==> src/hdl/tile_pixel_fetch_and_palette_assert.svh <==
// Assertion macros shared by the tile pixel fetch RTL.
// Each macro expects clk and rst_n in scope.
`ifndef TILE_PIXEL_FETCH_AND_PALETTE_ASSERT_SVH
`define TILE_PIXEL_FETCH_AND_PALETTE_ASSERT_SVH

// Condition holds at every edge outside reset.
`define TPF_ASSERT_HOLDS(lbl, cond, msg) \
  lbl: assert property (@(posedge clk) disable iff (!rst_n) (cond)) else $error(msg);

// Consequent holds in the same cycle as the antecedent.
`define TPF_ASSERT_IMPLIES(lbl, ante, cons, msg) \
  lbl: assert property (@(posedge clk) disable iff (!rst_n) (ante) |-> (cons)) else $error(msg);

// Consequent holds in the cycle after the antecedent.
`define TPF_ASSERT_NEXT(lbl, ante, cons, msg) \
  lbl: assert property (@(posedge clk) disable iff (!rst_n) (ante) |=> (cons)) else $error(msg);

`endif

==> src/hdl/tpf_pkg.sv <==
// ----------------------------------------------------------------------------
// tpf_pkg
// Types and constants shared by the tile pixel fetch and palette block.
// ----------------------------------------------------------------------------
`default_nettype none

package tpf_pkg;

  localparam int unsigned MEM_BYTES = 65536;
  localparam int unsigned MEM_AW    = $clog2(MEM_BYTES);

  // Command codes
  localparam logic [1:0] CMD_WRITE    = 2'd0;
  localparam logic [1:0] CMD_PIXEL    = 2'd1;
  localparam logic [1:0] CMD_BACKDROP = 2'd2;
  localparam logic [1:0] CMD_NONE     = 2'd3;

  // Register indexes (byte address = 8 * index)
  localparam int unsigned CFG_AW = 6;
  localparam logic [2:0] REG_FOUR_BPP  = 3'd0;
  localparam logic [2:0] REG_PACKED    = 3'd1;
  localparam logic [2:0] REG_GRAY      = 3'd2;
  localparam logic [2:0] REG_POOL      = 3'd3;
  localparam logic [2:0] REG_PAL_A     = 3'd4;
  localparam logic [2:0] REG_PAL_B     = 3'd5;
  localparam logic [2:0] REG_PAL_C     = 3'd6;
  localparam logic [2:0] REG_PAL_D     = 3'd7;

  localparam logic [MEM_AW-1:0] TILE_BASE_2BPP = 16'h2000;
  localparam logic [MEM_AW-1:0] TILE_BASE_4BPP = 16'h4000;
  localparam logic [MEM_AW-1:0] PALETTE_BASE   = 16'hFE00;

  // Command queue
  localparam int unsigned Q_DEPTH = 2;
  localparam int unsigned Q_AW    = $clog2(Q_DEPTH);
  localparam logic [Q_AW:0] Q_FULL = (Q_AW + 1)'(Q_DEPTH);

  typedef struct packed {
    logic              four_bpp;
    logic              packed_layout;
    logic              gray;
    logic [31:0]       shade_pool;
    logic [3:0][47:0]  pal_shades;
  } cfg_t;

  // One queued operation; addr is the write address or the first tile byte
  typedef struct packed {
    logic [1:0]        kind;
    logic [MEM_AW-1:0] addr;
    logic [7:0]        wdata;
    logic [1:0]        last_k;
    logic [2:0]        col;
    logic [3:0]        pal;
    logic [7:0]        bidx;
  } op_t;

endpackage

`default_nettype wire

==> src/hdl/tpf_regs.sv <==
// ----------------------------------------------------------------------------
// tpf_regs
// APB configuration registers: tile depth, layout, gray mode and shade tables.
// ----------------------------------------------------------------------------
`default_nettype none

module tpf_regs (
  input  wire logic                       clk,
  input  wire logic                       rst_n,
  input  wire logic                       psel,
  input  wire logic                       penable,
  input  wire logic                       pwrite,
  input  wire logic [tpf_pkg::CFG_AW-1:0] paddr,
  input  wire logic [63:0]                pwdata,
  output logic      [63:0]                prdata,
  output logic                            pready,
  output tpf_pkg::cfg_t                   cfg
);

  tpf_pkg::cfg_t cfg_r;
  logic          wr_en;
  logic [2:0]    reg_idx;

  assign wr_en   = psel && penable && pwrite;
  assign reg_idx = paddr[5:3];
  assign pready  = 1'b1;
  assign cfg     = cfg_r;

  always_ff @(posedge clk) begin
    if (!rst_n) begin
      cfg_r.four_bpp      <= 1'b0;
      cfg_r.packed_layout <= 1'b0;
      cfg_r.gray          <= 1'b1;
      cfg_r.shade_pool    <= '0;
      cfg_r.pal_shades    <= '0;
    end else if (wr_en) begin
      unique case (reg_idx)
        tpf_pkg::REG_FOUR_BPP: cfg_r.four_bpp      <= pwdata[0];
        tpf_pkg::REG_PACKED:   cfg_r.packed_layout <= pwdata[0];
        tpf_pkg::REG_GRAY:     cfg_r.gray          <= pwdata[0];
        tpf_pkg::REG_POOL:     cfg_r.shade_pool    <= pwdata[31:0];
        tpf_pkg::REG_PAL_A:    cfg_r.pal_shades[0] <= pwdata[47:0];
        tpf_pkg::REG_PAL_B:    cfg_r.pal_shades[1] <= pwdata[47:0];
        tpf_pkg::REG_PAL_C:    cfg_r.pal_shades[2] <= pwdata[47:0];
        tpf_pkg::REG_PAL_D:    cfg_r.pal_shades[3] <= pwdata[47:0];
        default: ;
      endcase
    end
  end

  always_comb begin
    prdata = '0;
    unique case (reg_idx)
      tpf_pkg::REG_FOUR_BPP: prdata = {63'b0, cfg_r.four_bpp};
      tpf_pkg::REG_PACKED:   prdata = {63'b0, cfg_r.packed_layout};
      tpf_pkg::REG_GRAY:     prdata = {63'b0, cfg_r.gray};
      tpf_pkg::REG_POOL:     prdata = {32'b0, cfg_r.shade_pool};
      tpf_pkg::REG_PAL_A:    prdata = {16'b0, cfg_r.pal_shades[0]};
      tpf_pkg::REG_PAL_B:    prdata = {16'b0, cfg_r.pal_shades[1]};
      tpf_pkg::REG_PAL_C:    prdata = {16'b0, cfg_r.pal_shades[2]};
      tpf_pkg::REG_PAL_D:    prdata = {16'b0, cfg_r.pal_shades[3]};
      default:               prdata = '0;
    endcase
  end

endmodule

`default_nettype wire

==> config.mk <==
export PLATFORM = sky130hd
export DESIGN_NAME = tpf_regs
export DESIGN_NICKNAME = d
export VERILOG_FILES = /design/src/hdl/tile_pixel_fetch_and_palette_assert.svh /design/src/hdl/tpf_pkg.sv /design/src/hdl/tpf_regs.sv
export SDC_FILE = /design/constraint.sdc
export NUM_CORES = 1
export LEC_CHECK = 0
export ABC_AREA = 1
export BUFFER_PORTS_ARGS = -buffer_cell sky130_fd_sc_hd__buf_2
export CAP_MARGIN = 10
export CELL_PAD_IN_SITES_DETAIL_PLACEMENT = 0
export CELL_PAD_IN_SITES_GLOBAL_PLACEMENT = 1
export CORE_AREA = 10 10 177 179
export CTS_CLUSTER_SIZE = 40
export DETAILED_ROUTE_END_ITERATION = 8
export DIE_AREA = 0 0 187 189
export GPL_TIMING_DRIVEN = 0
export HOLD_SLACK_MARGIN = 0.05
export PLACE_DENSITY_LB_ADDON = 0.12
export SKIP_LAST_GASP = 1
export SLEW_MARGIN = 20
export SYNTH_ARGS = -nofsm -noshare
export SYNTH_HDL_FRONTEND = slang
export SYNTH_SLANG_ARGS = --single-unit
==> constraint.sdc <==
create_clock -name clk -period 3.7 [get_ports clk]
set_input_delay 0.925 -clock clk [delete_from_list [all_inputs] [get_ports clk]]
set_output_delay 0.925 -clock clk [all_outputs]
set_load 0.005 [all_outputs]
==> impl_metrics.toml <==
[critical_path]
critPathCaptureType = "output port"
critPathArrivalTime_ns = 2.65
cpMostUsedCell = "buf_2"
critPathMaxFanout = 10
required_ns = 2.77
startpoint = "paddr[5]"
path_cells = "buf_2, buf_4, nand2_2, inv_1, buf_2, buf_2, nand2_1, nand4_1, buf_2"
critical_path_buf_inv_count = 6
worst_path_max_delay_cell = "buf_2"
start_kind = "input port"
reg2reg_from = "cfg[117]"
path_class = "input port to output port"
cpPeakStageDelay_ns = 0.46
critPathTopFamily = "buffers and inverters"

[floorplanning]
std_cell_rows = 61
die_area_sq_um = 35300
pin_count = 367
coreArea_sq_um = 27600
start_util = 0.375
die_height_um = 189
die_w_um = 187

[synth]
synth_adder_area_share = 0
synthMuxAreaShare = 0
synth_top_family_by_area = "simple AND/OR/NAND/NOR gates"
synth_top_cell_by_area = "dfxtp_1"
synthTopCellsByArea = "dfxtp_1, nor2_1, o21ai_0, nor3_1, nand4_1"
synth_compound_area_frac = 0.125
yosysWarnings = 0
seq_area_frac_synth = 0.438
ys_seq_elements = 227
syn_inst = 1440
synth_xor_area_frac = 0
synthSimpleGateAreaFrac = 0.333
synth_area_per_cell_sq_um = 7.20
netlist_area_sq_um = 10400
yosysTopAreaCellShare = 0.438
synth_cell_types = 25

[final_layout]
n_fill_cell = 2991
syn2layout_area_growth_pct = 29.2
drive_above_1_share = 0.258
mostFrequentLayoutCells = "buf_2, nor2_1, dfxtp_1, o21ai_0, nor3_1"
seq_area_sq_um = 4540
largest_register_ffs = 227
nets = 1884
multiInputGateArea_sq_um = 4800
final_common_cell = "buf_2"

[cts]
cts_tree = "built"
cts_inserted_buffers = 26
cts_hold_buf = 0
cts.sinks = 227
post_cts_buffers = 0
clock-root-buffer = "clkbuf_16"
clk_pin_slew_ns = 0.07
cts_resized = 0
cts_buffer_depth = 3
insertion_delay_ns = 0.54
h-tree-depth = 1

[outcome]
outcome = "complete, no violations"

[pwr]
p_leak_nw = 6.17
powerDensity_nw_per_um2 = 419
ir_drop_v = 0.000328
fin_total_pwr_w = 0.00561

[sta]
min_period_ns = 3.57
slew_headroom = 0.404
timing.final.crit_share = 0.965
tns_ns = 0
rsz0062_at_grt = "false"
skew_ns = 0
hold_viol_final = 0
finalSetupViolations = 0
worst_pin_slew_ns = 0.894
drv_slew = 0
fmax_mhz = 280
fin_ws_ns = 0.129

[drt]
first_pass_iters = 6
drtAntennaViolNets = 0
vias_per_cell = 5.42
drt-total-wl_um = 51800
wl_per_cell_um = 23.5
via_count = 11952
drt_iter0_drc = 1194
drc = 0

[grt]
track_usage = 0.277
grt_pass1_vias = 11540
antenna_found_initial = 1
grt_max_degree = 14
grt-ovfl-total = 0
grt_pass1_wl_um = 75700

[hold_path]
hold_class = "flop to flop"
hp-start = "cfg[224]"

[placement]
hpwl_um = 37700
port_buffers = 326
gp_congestion = 0.860
pre_cts_slack_ns = 0.194

[flow_run]
maxCapViolations = 0
through the flow:
step	instance area (sq um)	hold WS (ns)	std cells	util
detailed placement	12500	0.473	2159	0.454
global placement	12500	0.460	2159	0.454
floorplan	10400	0.472	1455	-
finish	13400	0.485	2207	0.485
global route	13400	0.513	2206	0.485
CTS	13400	0.489	2206	0.485
power breakdown:
group	total (W)	switching, W	internal [W]
Sequential	0.00250	0.0000254	0.00248
Clock	0.00261	0.00110	0.00152
Combinational	0.000498	0.000366	0.000132
Total	0.00561	0.00149	0.00413
layout make-up:
cell class	instances	area share
Multi-Input combinational cell	1017	0.359
Sequential cell	227	0.339
Timing Repair Buffer	326	0.122
Buffer	155	0.0646
Clock buffer	35	0.0572
Tap cell	378	0.0353
Inverter	56	0.0159
Clock inverter	12	0.00719
Antenna cell	1	0.000187
worst paths after layout:
check / slack (ns) / depth (start not counted) / end
max: 0.13 / 9 / prdata[37]
min: 0.49 / 2 / cfg[224]
max reg2reg: 2.96 / 2 / cfg[117]
min reg2reg: 0.49 / 2 / cfg[224]
cell families after synthesis:
kind of cell | count (synthesis)
AOI/OAI and AO/OA | 258
buffers and inverters | 211
DFF | 227
other | 2
and+or+nand+nor | 742
per-layer routing:
layer	up-vias	track usage	wire length [um]
met3	89	0.0768	4760
li1	5616	-	-
met4	0	0.0785	1460
met5	-	0	0
met1	5661	0.342	21800
met2	586	0.463	23900
worst min-delay path: stages, from the launching register on:
cell and delay [ns]:
dfxtp_1 0.32, nand2_1 0.07, nand3_1 0.05
cell usage after synthesis:
master,number
dfxtp_1,227
buf_6,17
o21ai_1,55
buf_2,38
o21ai_0,188
buf_4,29
nand3_4,1
nand3_1,10
nand3_2,3
nor3_1,179
clkbuf_1,61
nand3b_1,15
conb_1,2
nand2_1,102
nor2_8,1
nand2_2,3
nor2_4,1
inv_2,3
nor2_2,4
inv_1,52
buf_1,10
nand4_1,119
nor2_1,304
a21oi_1,15
inv_4,1
No activity file was read; power rests on OpenSTA's default activity.
