`config.mk`:
```
export PLATFORM = sky130hd
export DESIGN_NAME = tpf_front
export DESIGN_NICKNAME = d
export VERILOG_FILES = /design/src/hdl/tile_pixel_fetch_and_palette_assert.svh /design/src/hdl/tpf_pkg.sv /design/src/hdl/tpf_front.sv
export SDC_FILE = /design/constraint.sdc
export NUM_CORES = 1
export LEC_CHECK = 0
export BUFFER_PORTS_ARGS = -buffer_cell sky130_fd_sc_hd__buf_2
export CORE_AREA = 2 2 126 128
export DETAILED_ROUTE_END_ITERATION = 6
export DIE_AREA = 0 0 128 130
export GPL_ROUTABILITY_DRIVEN = 0
export MAX_ROUTING_LAYER = met4
export PLACE_DENSITY = 0.41
export RECOVER_POWER = 25
export SYNTH_ARGS = -nofsm -noshare
export SYNTH_HDL_FRONTEND = slang
export SYNTH_SLANG_ARGS = --single-unit
```
`constraint.sdc`:
```
create_clock -name vclk -period 2.2
set_clock_uncertainty 0.05 [all_clocks]
set_input_delay 0.22 -clock vclk [all_inputs]
set_output_delay 0.22 -clock vclk [all_outputs]
set_load 0.005 [all_outputs]
```
`src/hdl/tile_pixel_fetch_and_palette_assert.svh`:
```
// Assertion macros shared by the tile pixel fetch RTL.
// Each macro expects clk and rst_n in scope.
`ifndef TILE_PIXEL_FETCH_AND_PALETTE_ASSERT_SVH
`define TILE_PIXEL_FETCH_AND_PALETTE_ASSERT_SVH

// Condition holds at every edge outside reset.
`define TPF_ASSERT_HOLDS(lbl, cond, msg) \
  lbl: assert property (@(posedge clk) disable iff (!rst_n) (cond)) else $error(msg);

// Consequent holds in the same cycle as the antecedent.
`define TPF_ASSERT_IMPLIES(lbl, ante, cons, msg) \
  lbl: assert property (@(posedge clk) disable iff (!rst_n) (ante) |-> (cons)) else $error(msg);

// Consequent holds in the cycle after the antecedent.
`define TPF_ASSERT_NEXT(lbl, ante, cons, msg) \
  lbl: assert property (@(posedge clk) disable iff (!rst_n) (ante) |=> (cons)) else $error(msg);

`endif

```
`src/hdl/tpf_pkg.sv`:
```
// ----------------------------------------------------------------------------
// tpf_pkg
// Types and constants shared by the tile pixel fetch and palette block.
// ----------------------------------------------------------------------------
`default_nettype none

package tpf_pkg;

  localparam int unsigned MEM_BYTES = 65536;
  localparam int unsigned MEM_AW    = $clog2(MEM_BYTES);

  // Command codes
  localparam logic [1:0] CMD_WRITE    = 2'd0;
  localparam logic [1:0] CMD_PIXEL    = 2'd1;
  localparam logic [1:0] CMD_BACKDROP = 2'd2;
  localparam logic [1:0] CMD_NONE     = 2'd3;

  // Register indexes (byte address = 8 * index)
  localparam int unsigned CFG_AW = 6;
  localparam logic [2:0] REG_FOUR_BPP  = 3'd0;
  localparam logic [2:0] REG_PACKED    = 3'd1;
  localparam logic [2:0] REG_GRAY      = 3'd2;
  localparam logic [2:0] REG_POOL      = 3'd3;
  localparam logic [2:0] REG_PAL_A     = 3'd4;
  localparam logic [2:0] REG_PAL_B     = 3'd5;
  localparam logic [2:0] REG_PAL_C     = 3'd6;
  localparam logic [2:0] REG_PAL_D     = 3'd7;

  localparam logic [MEM_AW-1:0] TILE_BASE_2BPP = 16'h2000;
  localparam logic [MEM_AW-1:0] TILE_BASE_4BPP = 16'h4000;
  localparam logic [MEM_AW-1:0] PALETTE_BASE   = 16'hFE00;

  // Command queue
  localparam int unsigned Q_DEPTH = 2;
  localparam int unsigned Q_AW    = $clog2(Q_DEPTH);
  localparam logic [Q_AW:0] Q_FULL = (Q_AW + 1)'(Q_DEPTH);

  typedef struct packed {
    logic              four_bpp;
    logic              packed_layout;
    logic              gray;
    logic [31:0]       shade_pool;
    logic [3:0][47:0]  pal_shades;
  } cfg_t;

  // One queued operation; addr is the write address or the first tile byte
  typedef struct packed {
    logic [1:0]        kind;
    logic [MEM_AW-1:0] addr;
    logic [7:0]        wdata;
    logic [1:0]        last_k;
    logic [2:0]        col;
    logic [3:0]        pal;
    logic [7:0]        bidx;
  } op_t;

endpackage

`default_nettype wire

```
`src/hdl/tpf_front.sv`:
```
// ----------------------------------------------------------------------------
// tpf_front
// Accepts commands, drops unknown codes and resolves tile byte addressing.
// ----------------------------------------------------------------------------
`default_nettype none

module tpf_front (
  input  wire logic                       start,
  input  wire logic                       q_full,
  input  wire logic [1:0]                 in_cmd,
  input  wire logic [tpf_pkg::MEM_AW-1:0] in_mem_address,
  input  wire logic [7:0]                 in_write_byte,
  input  wire logic [9:0]                 in_tile_number,
  input  wire logic [2:0]                 in_pixel_col,
  input  wire logic [2:0]                 in_pixel_row,
  input  wire logic [3:0]                 in_palette_number,
  input  wire logic [7:0]                 in_backdrop_index,
  input  wire tpf_pkg::cfg_t              cfg,
  output logic                            busy,
  output logic                            q_push,
  output tpf_pkg::op_t                    q_din
);

  logic [tpf_pkg::MEM_AW-1:0] row_base_4;
  logic [tpf_pkg::MEM_AW-1:0] row_base_2;
  logic [tpf_pkg::MEM_AW-1:0] tile_addr;

  assign busy = q_full;

  // Row start of the tile, wrapping at 16 bits
  assign row_base_4 = tpf_pkg::TILE_BASE_4BPP + {1'b0, in_tile_number, 5'b0}
                    + {11'b0, in_pixel_row, 2'b0};
  assign row_base_2 = tpf_pkg::TILE_BASE_2BPP + {3'b0, in_tile_number[8:0], 4'b0}
                    + {12'b0, in_pixel_row, 1'b0};

  always_comb begin
    if (cfg.four_bpp) begin
      tile_addr = cfg.packed_layout ? row_base_4 + {14'b0, in_pixel_col[2:1]} : row_base_4;
    end else begin
      tile_addr = cfg.packed_layout ? row_base_2 + {15'b0, in_pixel_col[2]} : row_base_2;
    end
  end

  always_comb begin
    q_din.kind   = in_cmd;
    q_din.addr   = tile_addr;
    q_din.wdata  = in_write_byte;
    q_din.col    = in_pixel_col;
    q_din.pal    = in_palette_number;
    q_din.bidx   = in_backdrop_index;
    q_din.last_k = cfg.packed_layout ? 2'd0 : (cfg.four_bpp ? 2'd3 : 2'd1);
    q_push       = 1'b0;
    unique case (in_cmd) inside
      tpf_pkg::CMD_WRITE: begin
        q_din.addr = in_mem_address;
        q_push     = start && !q_full;
      end
      tpf_pkg::CMD_PIXEL,
      tpf_pkg::CMD_BACKDROP: begin
        q_push = start && !q_full;
      end
      default: q_push = 1'b0;
    endcase
  end

endmodule

`default_nettype wire

```
==> flow_summary.ini, run 1 <==
[detailed_routing]
drc = 0
vias = 692
routedWlPerCell_um = 9.13
ant_nets = 0
drtPass1Iterations = 3
drt_iter0_drc = 3
wirelength_um = 2830
vias_per_cell = 2.23

[layout]
fin_nets = 402
final_cell_count_no_fill = 310
design.seq.count = 0
layout_commonest_cell = buf_2
n_fill_cell = 1852
seq_area_um2 = 0
nClkBuffers = 0
drive_above_1_share_pct = 54.7
layout_common_cells = 61 x buf_2, 13 x nor3_1, 12 x mux2i_1
area_delta_synth_final_pct = 51.4

[synth]
syn_area_um2 = 602
synth_nets = 371
avgSynthCellArea_um2 = 6.84
synth.distinct_cells = 18
synth_seq_area_share_pct = 0
ys_warn_count = 0
synthCells = 88

[global_route]
grt_overflow_total = 0
grtUsageMet2_pct = 4.37
grt_max_degree = 19
first_global_vias = 584
grt_pass1_wl_um = 3780
top_usage_layer = met2
antenna_found_initial = 1
gr-usage-met3_pct = 1.97
grt_util_met1_pct = 3.49
grt_use_total_pct = 3.14

[critical_path]
crit_fanout = 16
crit_type = primary input to output port
cp.arrival_ns = 1.31
critPathLaunchType = primary input
required_ns = 1.93
endpoint_kind = output port

[job]
maxCapViolCount = 0

[power]
power.density_nw_per_um2 = 160
power_leakage_nw = 0.403
irDropWorstVdd_mv = 0.0474

[timing]
finalCritPeriodShare_pct = 71.7
clock.fmax_ghz = 0.634
setup_tns_ns = 0
slew_headroom_pct = 56.8
worst_slack_ns = 0.622
rsz0062_at_grt = false
final_hold_viol_count = 0
min_period_ns = 1.58
setup_viol = 0
finalMaxSlewViolations = 0
worstMarginPinSlew_ns = 0.648

[floorplan]
die-area_um2 = 16600
rows = 46
die_y_um = 130
boundaryPins = 328
core_um2 = 15400
start_util_pct = 3.90
chipWidth_um = 128

[placement]
port_buffers = 61
dp_slack_ns = 0.586
dp_hpwl_um = 2530
dpl.cell_count = 309

[run_status]
outcome = completed

[clocking]
cts_hold_buf = 0
cts_setup_buffers = 0
cts_resized = 0

[hold_path]
hold_depth = 0
hold_path_class = primary input to output port
==> worst paths after layout <==
kind                              from        end  slack, ns
hold / removal    in_palette_number[2]  q_din[10]       0.39
setup / recovery             in_cmd[1]  q_din[39]       0.62
==> cells in the mapped netlist <==
master	number	area [µm²]
a211oi_1	1	7.51
a21oi_1	11	55.1
a31oi_1	2	12.5
buf_2	2	10.0
buf_4	27	203
buf_6	3	33.8
clkbuf_1	2	7.51
inv_1	5	18.8
mux2_4	1	15.0
mux2i_1	12	120
nand2b_1	1	6.26
nand3_1	1	5.00
nor2b_1	2	12.5
nor3_1	13	65.1
o211ai_1	1	7.51
o21ai_0	2	10.0
o22ai_1	1	6.26
or2_1	1	6.26
==> metal layers <==
layer | vias to the layer above | wire (µm)
li1 | 337 | -
met1 | 289 | 1010
met2 | 46 | 1120
met3 | 20 | 542
met4 | 0 | 157
met5 | - | 0
==> cells by family after synthesis <==
family          after synthesis  share of synthesized area, %
compound gates               18                          16.4
buf+inv                      39                          45.3
mux                          13                          22.5
simple gates                 18                          15.8
==> where the power goes <==
part,total (mW),internal [mW],switching (mW)
Clock,0.0000000608,0.0000000608,0
Combinational,0.145,0.0748,0.0705
Sequential,0,0,0
Total,0.145,0.0748,0.0705
==> final cells by class <==
type                       instances  area (µm²)  area share, %
multi-input combinational         49         329           36.1
timing repair buffer              63         320           35.2
tap                              192         240           26.4
antenna                            1        2.50          0.275
inverter                           5        18.8           2.06
==> worst max-delay path, cell delays in order <==
cell    delay, ns
buf_2        0.11
or2_1        0.47
mux2_4       0.39
buf_2        0.12
==> metrics by stage <==
stage	power [mW]	instance area (µm²)	hold slack (ns)	util [%]
after floorplan	0.108	602	0.417	-
after global placement	0.148	908	0.390	5.89
after detailed placement	0.149	908	0.390	5.89
after CTS	0.150	908	0.390	5.89
after global routing	0.164	911	0.390	5.91
final	0.145	911	0.390	5.91
Note: power is estimated with default switching activity, not from simulation.
==> run 2: changes to the inputs <==
- PLACE_DENSITY: 0.41 -> 0.42
- clock period: 2.2 -> 1.35 ns (I/O delays scaled with it)
==> flow_summary.ini, run 2 (synthesis gave the netlist of run 1 again) <==
[critical_path]
critPathLaunchType = primary input
startpoint = in_cmd[0]
cp_cell_sequence = buf_2, or2_1, buf_4, a31oi_1, buf_2
crit_fanout = 8
crit_type = primary input to output port
crit_top_cell = buf_2
cp.arrival_ns = 0.99
crit_slowest_cell = or2_1
cpPeakStageDelay_ns = 0.26
required_ns = 1.16
endpoint_kind = output port
cp-endpoint = q_din[38]

[detailed_routing]
routedWlPerCell_um = 8.83
drc = 0
vias = 688
ant_nets = 0
vias_per_cell = 2.20
drtPass1Iterations = 2
drt_iter0_drc = 3
wirelength_um = 2760

[global_route]
antenna_found_initial = 0
grt_overflow_total = 0
grt_use_total_pct = 3.01
grt_max_degree = 18
grt_pass1_wl_um = 3670
first_global_vias = 571

[power]
power_leakage_nw = 0.426
power.density_nw_per_um2 = 267
irDropWorstVdd_mv = 0.107

[placement]
dp_slack_ns = 0.165
placed_cell_area_um2 = 951
dp_hpwl_um = 2500
dpl.cell_count = 313
port_buffers = 61

[timing]
worst_slack_ns = 0.178
finalCritPeriodShare_pct = 86.8
min_period_ns = 1.17
rsz0062_at_grt = false
final_hold_viol_count = 0
slew_headroom_pct = 81.6
setup_viol = 0
clock.fmax_ghz = 0.853
setup_tns_ns = 0
worstMarginPinSlew_ns = 0.269
finalMaxSlewViolations = 0

[floorplan]
die_y_um = 130
boundaryPins = 328
start_util_pct = 3.90
rows = 46
core_um2 = 15400
die-area_um2 = 16600
chipWidth_um = 128

[clocking]
cts_setup_buffers = 0
cts_hold_buf = 0
cts_resized = 0

[layout]
layout_commonest_cell = buf_2
nClkBuffers = 0
final_cell_area_um2 = 951
layout_common_cells = 61 x buf_2, 13 x nor3_1, 12 x mux2i_1
fin_nets = 406
seq_area_um2 = 0
diodes = 0
final_cell_count_no_fill = 313
area_delta_synth_final_pct = 58.0
design.seq.count = 0
drive_above_1_share_pct = 56.2

[job]
maxCapViolCount = 0

[hold_path]
hold_path_class = primary input to output port

[run_status]
outcome = completed
-- run 2: changes by cell type in the layout (fill, tap and decap cells not counted), sizes merged --
cell   change
buf        +4
diode      -1
-- run 2: routing by layer --
| layer | share of wire, % | GRT usage [%] | vias to the layer above | wire length, µm |
|---|---|---|---|---|
| li1 | - | - | 342 | - |
| met1 | 38 | 3.49 | 282 | 1040 |
| met2 | 44 | 4.66 | 42 | 1210 |
| met3 | 13 | 0.984 | 22 | 364 |
| met4 | 5.5 | 1.55 | 0 | 152 |
| met5 | 0 | - | - | 0 |
-- run 2: worst min-delay path by stage --
| stage | startpoint | to | slack (ns) | cells past startpoint |
|---|---|---|---|---|
| 3_3_place_gp | in_backdrop_index[4] | q_din[4] | 0.22 | 0 |
| 4_1_cts | in_backdrop_index[4] | q_din[4] | 0.22 | 0 |
| 2_1_floorplan | cfg[225] | q_din[15] | 0.25 | 1 |
| 5_1_grt | in_write_byte[7] | q_din[24] | 0.22 | 0 |
| 3_5_place_dp | in_backdrop_index[4] | q_din[4] | 0.22 | 0 |
| 6_report | in_pixel_col[0] | q_din[12] | 0.22 | 0 |
-- run 2: power by group --
| group | switching, mW | leakage [nW] | internal, mW |
|---|---|---|---|
| registers | 0 | 0 | 0 |
| logic | 0.120 | 0.426 | 0.134 |
| clock network | 0 | 0 | 0 |
-- run 2: metrics by stage --
step	hold WS, ns	util (%)	power [mW]
3_5_place_dp	0.220	6.16	0.258
4_1_cts	0.220	6.16	0.259
3_3_place_gp	0.220	6.16	0.261
6_report	0.220	6.16	0.254
5_1_grt	0.220	6.16	0.284
2_1_floorplan	0.247	-	0.177
-- run 2: layout make-up --
type	count	area (µm²)
multi-input cells	49	329
fillers	1848	14500
repair buffers	67	363
inverters	5	18.8
well taps	192	240
-- run 2: worst max-delay path, delay by kind of cell --
family	cells	cell delay, ns
buffers and inverters	3	0.44
AND/OR/NAND/NOR	1	0.26
AO/OA/AOI/OAI	1	0.15
