## src/hdl/tile_pixel_fetch_and_palette_assert.svh

```systemverilog
// Assertion macros shared by the tile pixel fetch RTL.
// Each macro expects clk and rst_n in scope.
`ifndef TILE_PIXEL_FETCH_AND_PALETTE_ASSERT_SVH
`define TILE_PIXEL_FETCH_AND_PALETTE_ASSERT_SVH

// Condition holds at every edge outside reset.
`define TPF_ASSERT_HOLDS(lbl, cond, msg) \
  lbl: assert property (@(posedge clk) disable iff (!rst_n) (cond)) else $error(msg);

// Consequent holds in the same cycle as the antecedent.
`define TPF_ASSERT_IMPLIES(lbl, ante, cons, msg) \
  lbl: assert property (@(posedge clk) disable iff (!rst_n) (ante) |-> (cons)) else $error(msg);

// Consequent holds in the cycle after the antecedent.
`define TPF_ASSERT_NEXT(lbl, ante, cons, msg) \
  lbl: assert property (@(posedge clk) disable iff (!rst_n) (ante) |=> (cons)) else $error(msg);

`endif

```

## src/hdl/tpf_pkg.sv

```systemverilog
// ----------------------------------------------------------------------------
// tpf_pkg
// Types and constants shared by the tile pixel fetch and palette block.
// ----------------------------------------------------------------------------
`default_nettype none

package tpf_pkg;

  localparam int unsigned MEM_BYTES = 65536;
  localparam int unsigned MEM_AW    = $clog2(MEM_BYTES);

  // Command codes
  localparam logic [1:0] CMD_WRITE    = 2'd0;
  localparam logic [1:0] CMD_PIXEL    = 2'd1;
  localparam logic [1:0] CMD_BACKDROP = 2'd2;
  localparam logic [1:0] CMD_NONE     = 2'd3;

  // Register indexes (byte address = 8 * index)
  localparam int unsigned CFG_AW = 6;
  localparam logic [2:0] REG_FOUR_BPP  = 3'd0;
  localparam logic [2:0] REG_PACKED    = 3'd1;
  localparam logic [2:0] REG_GRAY      = 3'd2;
  localparam logic [2:0] REG_POOL      = 3'd3;
  localparam logic [2:0] REG_PAL_A     = 3'd4;
  localparam logic [2:0] REG_PAL_B     = 3'd5;
  localparam logic [2:0] REG_PAL_C     = 3'd6;
  localparam logic [2:0] REG_PAL_D     = 3'd7;

  localparam logic [MEM_AW-1:0] TILE_BASE_2BPP = 16'h2000;
  localparam logic [MEM_AW-1:0] TILE_BASE_4BPP = 16'h4000;
  localparam logic [MEM_AW-1:0] PALETTE_BASE   = 16'hFE00;

  // Command queue
  localparam int unsigned Q_DEPTH = 2;
  localparam int unsigned Q_AW    = $clog2(Q_DEPTH);
  localparam logic [Q_AW:0] Q_FULL = (Q_AW + 1)'(Q_DEPTH);

  typedef struct packed {
    logic              four_bpp;
    logic              packed_layout;
    logic              gray;
    logic [31:0]       shade_pool;
    logic [3:0][47:0]  pal_shades;
  } cfg_t;

  // One queued operation; addr is the write address or the first tile byte
  typedef struct packed {
    logic [1:0]        kind;
    logic [MEM_AW-1:0] addr;
    logic [7:0]        wdata;
    logic [1:0]        last_k;
    logic [2:0]        col;
    logic [3:0]        pal;
    logic [7:0]        bidx;
  } op_t;

endpackage

`default_nettype wire

```

## src/hdl/tpf_fifo.sv

```systemverilog
// ----------------------------------------------------------------------------
// tpf_fifo
// Small operation queue between the command front end and the fetch engine.
// ----------------------------------------------------------------------------
`default_nettype none

`include "tile_pixel_fetch_and_palette_assert.svh"

module tpf_fifo (
  input  wire logic   clk,
  input  wire logic   rst_n,
  input  wire logic   push,
  input  wire tpf_pkg::op_t din,
  input  wire logic   pop,
  output tpf_pkg::op_t dout,
  output logic        empty,
  output logic        full
);

  tpf_pkg::op_t               entry_r [tpf_pkg::Q_DEPTH];
  logic [tpf_pkg::Q_AW-1:0]   wr_ptr_r;
  logic [tpf_pkg::Q_AW-1:0]   rd_ptr_r;
  logic [tpf_pkg::Q_AW:0]     count_r;

  assign empty = (count_r == '0);
  assign full  = (count_r == tpf_pkg::Q_FULL);
  assign dout  = entry_r[rd_ptr_r];

  always_ff @(posedge clk) begin
    if (push) begin
      entry_r[wr_ptr_r] <= din;
    end
  end

  always_ff @(posedge clk) begin
    if (!rst_n) begin
      wr_ptr_r <= '0;
      rd_ptr_r <= '0;
      count_r  <= '0;
    end else begin
      if (push) begin
        wr_ptr_r <= wr_ptr_r + 1'b1;
      end
      if (pop) begin
        rd_ptr_r <= rd_ptr_r + 1'b1;
      end
      if (push && !pop) begin
        count_r <= count_r + 1'b1;
      end else if (pop && !push) begin
        count_r <= count_r - 1'b1;
      end
    end
  end

  `TPF_ASSERT_HOLDS(a_q_no_overflow, !(push && full), "queue push while full")
  `TPF_ASSERT_HOLDS(a_q_no_underflow, !(pop && empty), "queue pop while empty")

endmodule

`default_nettype wire

```

## config.mk

```make
export PLATFORM = sky130hd
export DESIGN_NAME = tpf_fifo
export DESIGN_NICKNAME = d
export VERILOG_FILES = /design/src/hdl/tpf_pkg.sv /design/src/hdl/tpf_fifo.sv
export VERILOG_INCLUDE_DIRS = /design/src /design/src/hdl
export SDC_FILE = /design/constraint.sdc
export NUM_CORES = 1
export LEC_CHECK = 0
export BUFFER_PORTS_ARGS = -buffer_cell sky130_fd_sc_hd__buf_2
export CAP_MARGIN = 5
export CORE_MARGIN = 8
export CORE_UTILIZATION = 50
export CTS_CLUSTER_SIZE = 24
export DETAILED_ROUTE_END_ITERATION = 6
export GPL_TIMING_DRIVEN = 0
export HOLD_SLACK_MARGIN = 0.02
export PLACE_DENSITY = 0.77
export SLEW_MARGIN = 20
export SYNTH_ARGS = -nofsm -noshare
export SYNTH_HDL_FRONTEND = slang
export SYNTH_SLANG_ARGS = --single-unit
```

## constraint.sdc

```tcl
create_clock -name clk -period 3.69 [get_ports clk]
set_input_delay 0.369 -clock clk [delete_from_list [all_inputs] [get_ports clk]]
set_output_delay 0.369 -clock clk [all_outputs]
set_load 0.02 [all_outputs]
```

==> flow_summary_export.csv, run 1 <==
group,metric,value,unit
status,status,"finished clean",
placed_design,postPlaceCellArea,3940,um2
critical_path,path_cells,"buf_2 -> buf_4 -> mux2_2 -> buf_2",
route,drcViolationCount,0,
final_layout,fin_util,0.650,
critical_path,cp_top_family,"buffers and inverters",
cts,htree_levels,3,
cts,cts_tree,"built",
critical_path,cp_common_cell,"buf_2",
critical_path,crit_type,"reg2out",
cts,cts_hold_buf,0,
cts,clock-root-buffer,"clkbuf_8",
yosys,syn_nets,204,
power,power_leakage,1.58,nW
timing,fin_skew,0.0113,ns
power,power.density,530,nW/um2
placed_design,dp_worst_setup_slack,2.03,ns
placed_design,gp_congestion,0.670,
placed_design,post-dp-hpwl,4440,um
yosys,ys_ff_latch,91,
critical_path,cp_slowest_stage_delay,0.36,ns
power,pwr-share-comb,0.131,
power,netSwitchingPower,510,uW
critical_path,cp-end-kind,"primary output",
floorplanning,die_x,97.5,um
final_layout,layout_commonest_cell,"buf_2",
min_path,min_path_type,"in2reg",
yosys,ys_types,17,
final_layout,mostFrequentLayoutCells,"buf_2, edfxtp_1, mux2_2, clkbuf_8, dfxtp_1",
global_routing,grt_use_total,0.131,
final_layout,stdcell_count,342,
timing,worstMarginPinSlew,0.657,ns
placed_design,dp_cells,326,
global_routing,grt_max_degree,25,
route,wl_per_cell,18.1,um
job,cap_viol_max_count,0,
cts,clock_sinks,91,
timing,max_freq,507,MHz
final_layout,antennaDiodeCount,0,
floorplanning,io_pins,92,
yosys,synth_area,3320,um2
timing,rsz0062_at_grt,"false",
floorplanning,dieArea,9510,um2
final_layout,drive_gt1_frac,0.600,
route,wl,6190,um
timing,setup_viol,0,
timing,fin_ws,1.72,ns
final_layout,layout.nets,308,
power,p_int,1.69,mW
critical_path,critPathArrivalTime,1.61,ns
route,drtIter0Drc,53,
final_layout,area_growth,25.1,%
global_routing,antenna_found_initial,0,
power,p_clk_frac,0.322,
yosys,synthesis.instances,156,
floorplanning,start_util,0.520,
yosys,yosysWarningCount,0,
timing,fin_crit_sh,0.535,
final_layout,fin_area,4150,um2
cts,cts_buffers,9,
timing,slew_headroom,0.561,
route,vias_per_cell,5.08,
critical_path,critPathBufInv,3,
global_routing,grt_pass1_wl,9630,um
floorplanning,row_count,29,
route,drtPass1Iterations,4,
cts,cts_max_path_buffers,2,
critical_path,worstPathMaxFanout,10,
critical_path,cp_slowest_cell,"mux2_2",
floorplanning,core,6390,um2
cts,path_clk_slew,0.09,ns
route,vias,1739,
critical_path,cp.required,3.32,ns
power,ir_worst_vdd,313,uV
cts,clkLatencyLatePin,0.34,ns
placed_design,io_buffers,91,
yosys,ys_seq_area_frac,0.808,
cts,cts_resized,0,
floorplanning,die_h,97.5,um
global_routing,grt_pass1_vias,2038,
power,pwr-share-seq,0.547,
timing,period_minus_slack,1.97,ns
critical_path,cp-start-kind,"flip-flop",
global_routing,grt_overflow,0,
cts,cts_setup_buffers,0,
timing,drv_slew,0,
route,postRouteAntennaNets,0,
yosys,synth.avg_cell_area,21.3,um2
power,power.share.switching,0.232,
timing,final.setup.tns,0,ns
timing,hold_viol_final,0,
[power groups by stage]
stage | Sequential, mW | Combinational [mW] | Clock [mW]
2_1_floorplan | 1.23 | 0.181 | 0
3_3_place_gp | 1.23 | 0.278 | 0
3_5_place_dp | 1.23 | 0.294 | 0
4_1_cts | 1.21 | 0.295 | 0.722
5_1_grt | 1.21 | 0.310 | 0.763
6_report | 1.20 | 0.289 | 0.709
[sequential cells by signal (all words and copies together), names as in the netlist, named ones only]
name,cells
rd_ptr_r,1
wr_ptr_r,1
count_r,2
entry_r,86
[per-layer routing]
metal / global-route usage / routed length (um) / share of wire / up-vias
li1: - / - / - / 813
met5: 0 / 0 / 0 / -
met2: 0.236 / 3340 / 0.54 / 58
met3: 0.0413 / 326 / 0.053 / 15
met4: 0.0816 / 172 / 0.028 / 0
met1: 0.126 / 2350 / 0.38 / 853
[Yosys cell counts]
master	count	share of area
o21a_1	1	0.0023
inv_1	1	0.0011
mux2_2	43	0.15
and2b_2	1	0.0026
xnor2_1	1	0.0026
edfxtp_1	86	0.78
buf_2	1	0.0015
nor2b_1	2	0.0038
buf_4	4	0.0090
and2_1	4	0.0075
a21boi_1	1	0.0023
nor2_1	1	0.0011
or3_1	1	0.0019
ha_1	1	0.0038
dfxtp_1	5	0.030
xor2_1	2	0.0053
o21ai_0	1	0.0015
[final cells by class]
| type | instances | area [um2] |
|---|---|---|
| timing repair buffer | 93 | 510 |
| sequential | 91 | 2680 |
| clock inverter | 7 | 92.6 |
| clock buffer | 9 | 124 |
| inverter | 1 | 3.75 |
| tap | 77 | 96.3 |
| fill | 477 | 2230 |
| buffer | 5 | 35.0 |
| multi-input combinational | 59 | 608 |
[per-stage QoR]
step	hold WS, ns	total power [mW]
2_1_floorplan	0.466	1.41
3_3_place_gp	0.482	1.51
3_5_place_dp	0.501	1.52
4_1_cts	0.194	2.22
5_1_grt	0.188	2.28
6_report	0.207	2.20
[kinds of logic (layout without fill, tap and decap cells)]
| logic type | after synthesis | count (layout) | synth area share |
|---|---|---|---|
| xor gates and xnor gates | 3 | 3 | 0.00791 |
| adders and majority gates | 1 | 1 | 0.00377 |
| muxes | 43 | 43 | 0.146 |
| AOI/OAI and AO/OA | 3 | 3 | 0.00603 |
| DFF | 91 | 91 | 0.808 |
| and+or+nand+nor | 9 | 9 | 0.0170 |
| buffers and inverters | 6 | 115 | 0.0117 |
[final timing paths]
kind / start / to / slack [ns] / depth (start not counted)
max: flip-flop / dout[33] / 1.72 / 4
max reg2reg: wr_ptr_r / entry_r[1][23] / 2.17 / 2
min: din[12] / entry_r[1][12] / 0.21 / 1
min reg2reg: count_r[1] / count_r[1] / 0.53 / 2
No activity file was read; power rests on OpenSTA's default activity.
==> inputs of run 2 (changes only) <==
--- a/config.mk
+++ b/config.mk
@@ -6,6 +6,7 @@
 export SDC_FILE = /design/constraint.sdc
 export NUM_CORES = 1
 export LEC_CHECK = 0
+export ABC_AREA = 1
 export BUFFER_PORTS_ARGS = -buffer_cell sky130_fd_sc_hd__buf_2
 export CAP_MARGIN = 5
 export CORE_MARGIN = 8
@@ -14,7 +15,7 @@
 export DETAILED_ROUTE_END_ITERATION = 6
 export GPL_TIMING_DRIVEN = 0
 export HOLD_SLACK_MARGIN = 0.02
-export PLACE_DENSITY = 0.77
+export PLACE_DENSITY = 0.76
 export SLEW_MARGIN = 20
 export SYNTH_ARGS = -nofsm -noshare
 export SYNTH_HDL_FRONTEND = slang
==> constraint.sdc (replaced) <==
create_clock -name clk -period 1.95 [get_ports clk]
set_input_delay 0.195 -clock clk [delete_from_list [all_inputs] [get_ports clk]]
set_output_delay 0.195 -clock clk [all_outputs]
set_load 0.02 [all_outputs]
==> flow_summary_export.csv, run 2 <==
group,metric,value,unit
cts,clock-root-buffer,"clkbuf_8",
yosys,ys_types,14,
yosys,synthTopCellsByArea,"edfxtp_1, mux2_4, dfxtp_1",
yosys,yosys-top-cells-count,"edfxtp_1, mux2_4, nor2_1",
global_routing,grt_util_met1,0.135,
route,vias_per_cell,4.65,
floorplanning,io_pins,92,
yosys,yosysWarningCount,0,
global_routing,antenna_found_initial,0,
timing,hold_viol_final,0,
floorplanning,dieArea,10000,um2
cts,clkLatencyLatePin,0.34,ns
placed_design,post-dp-hpwl,4390,um
route,drcViolationCount,0,
route,drtIter0Drc,73,
critical_path,cp-end-kind,"primary output",
final_layout,reg_top3,"entry_r: 86 flops, count_r: 2 flops",
placed_design,dp_worst_setup_slack,0.427,ns
placed_design,gp_congestion,0.696,
yosys,synth.top_cell.area_share,0.730,
floorplanning,row_count,30,
critical_path,critPathBufInv,3,
cts,cts_setup_buffers,0,
global_routing,grtUsageMet3,0.0429,
route,wl,6160,um
timing,setup_viol,0,
yosys,async_flop_share,0,
floorplanning,die_x,100,um
global_routing,grt_pass1_wl,9520,um
yosys,syn_nets,217,
timing,fin_ws,0.301,ns
power,power_leakage,1.81,nW
critical_path,cp_slowest_cell,"dfxtp_1",
cts,cts_buffers,9,
timing,drv_slew,0,
critical_path,cp_slowest_stage_delay,0.33,ns
critical_path,cp-start-kind,"flip-flop",
cts,clock_sinks,91,
cts,path_clk_slew,0.08,ns
global_routing,grt_overflow,0,
yosys,synth_edf_count,86,
global_routing,grt_use_total,0.126,
global_routing,grt_pass1_vias,1938,
final_layout,antennaDiodeCount,0,
route,drtPass1Iterations,4,
cts,htree_levels,3,
yosys,yosysTopAreaCell,"edfxtp_1",
critical_path,path_cells,"buf_6 -> buf_12 -> mux2_4 -> buf_2",
final_layout,mostFrequentLayoutCells,"buf_2, edfxtp_1, mux2_4, clkbuf_8",
global_routing,busiest_layer,"met2",
floorplanning,die_h,100,um
yosys,ys_seq_area_frac,0.759,
timing,fin_crit_sh,0.846,
yosys,yosysMostFrequentCell,"edfxtp_1",
final_layout,area_growth,26.0,%
critical_path,worstPathMaxFanout,10,
final_layout,largest_register_ffs,86,
critical_path,cp.required,1.75,ns
job,cap_viol_max_count,0,
yosys,synth.avg_cell_area,20.9,um2
timing,rsz0062_at_grt,"false",
yosys,synthFlopType,"edfxtp_1",
yosys,synth_area,3540,um2
critical_path,crit_type,"reg2out",
critical_path,cp_top_family,"buffers and inverters",
status,status,"finished clean",
power,ir_worst_vdd,475,uV
power,power,4.18,mW
timing,slew_headroom,0.560,
cts,cts_max_path_buffers,2,
global_routing,grt_max_degree,31,
final_layout,largest_register,"entry_r",
final_layout,drive_gt1_frac,0.552,
global_routing,grt_use_met2,0.217,
cts,cts_tree,"built",
timing,period_minus_slack,1.65,ns
route,postRouteAntennaNets,0,
floorplanning,start_util,0.518,
min_path,min_path_type,"in2reg",
placed_design,io_buffers,91,
power,power.density,937,nW/um2
final_layout,layout_commonest_cell,"buf_2",
final_layout,layout.nets,329,
timing,final.setup.tns,0,ns
timing,fin_skew,0.00873,ns
floorplanning,core,6830,um2
yosys,synthesis.instances,169,
route,vias,1778,
timing,worstMarginPinSlew,0.659,ns
timing,max_freq,606,MHz
route,wl_per_cell,16.1,um
yosys,ys_ff_latch,91,
critical_path,critPathArrivalTime,1.45,ns
==> run 2: changes by cell type after synthesis, moves of 7 or more <==
cell / previous run / this run
inv_1: 1 / 8
mux2_2: 43 / 3
mux2_4: 0 / 40
nand2_1: 0 / 8
nor2_1: 1 / 9
==> run 2: final cells by class <==
class                      instances  area, um2
sequential                        91       2680
fill                             518       2380
multi-input combinational         65        739
timing repair buffer             101        576
clock buffer                       9        124
tap                               96        120
clock inverter                     7       92.6
buffer                             5       91.3
inverter                           8       30.0
==> run 2: kinds of logic after synthesis <==
logic type,share of synthesized area
buffers and inverters,0.0343
multiplexers,0.179
flip-flops,0.759
AO/OA/AOI/OAI,0.00283
adder cells (fa/ha/maj),0.00354
AND/OR/NAND/NOR,0.0212
==> run 2: worst reg2reg max path: stages (launching register included) <==
cell and delay [ns]:
dfxtp_1 0.35, nor2_4 0.54, buf_12 0.27
==> run 2: where the power goes <==
group | leakage (nW) | internal [mW] | switching [mW] | total (mW)
registers | 0.849 | 2.25 | 0.0301 | 2.28
clock network | 0.103 | 0.717 | 0.606 | 1.32
logic | 0.856 | 0.271 | 0.300 | 0.571
==> run 2: per-layer routing <==
metal  vias up  share of wire  wire length, um
met1       858           0.41             2510
li1        860              -                -
met4         0          0.013               78
met5         -              0                0
met3         6          0.061              376
met2        54           0.52             3200
==> run 2: final timing paths <==
kind	start	endpoint	slack [ns]	depth (start not counted)
worst max-delay path	flip-flop	dout[18]	0.30	4
worst min-delay path	din[21]	entry_r[1][21]	0.04	1
worst max register to register	wr_ptr_r	entry_r[0][32]	0.50	2
worst min register to register	rd_ptr_r	flip-flop	0.53	2
==> run 2: metrics by stage <==
step | std cells | hold slack [ns] | cell area (um2) | util
3_3_place_gp | 356 | 0.382 | 4110 | 0.602
3_5_place_dp | 358 | 0.386 | 4160 | 0.609
4_1_cts | 378 | 0.0202 | 4420 | 0.646
5_1_grt | 382 | 0.0202 | 4460 | 0.652
6_report | 382 | 0.0406 | 4460 | 0.652
2_1_floorplan | 169 | 0.294 | 3540 | -
==> run 2: repair_timing <==
item                      in CTS  in global routing
hold endpoints to repair       8                  6
hold buffers                   4                  4
resized for setup              0                  0
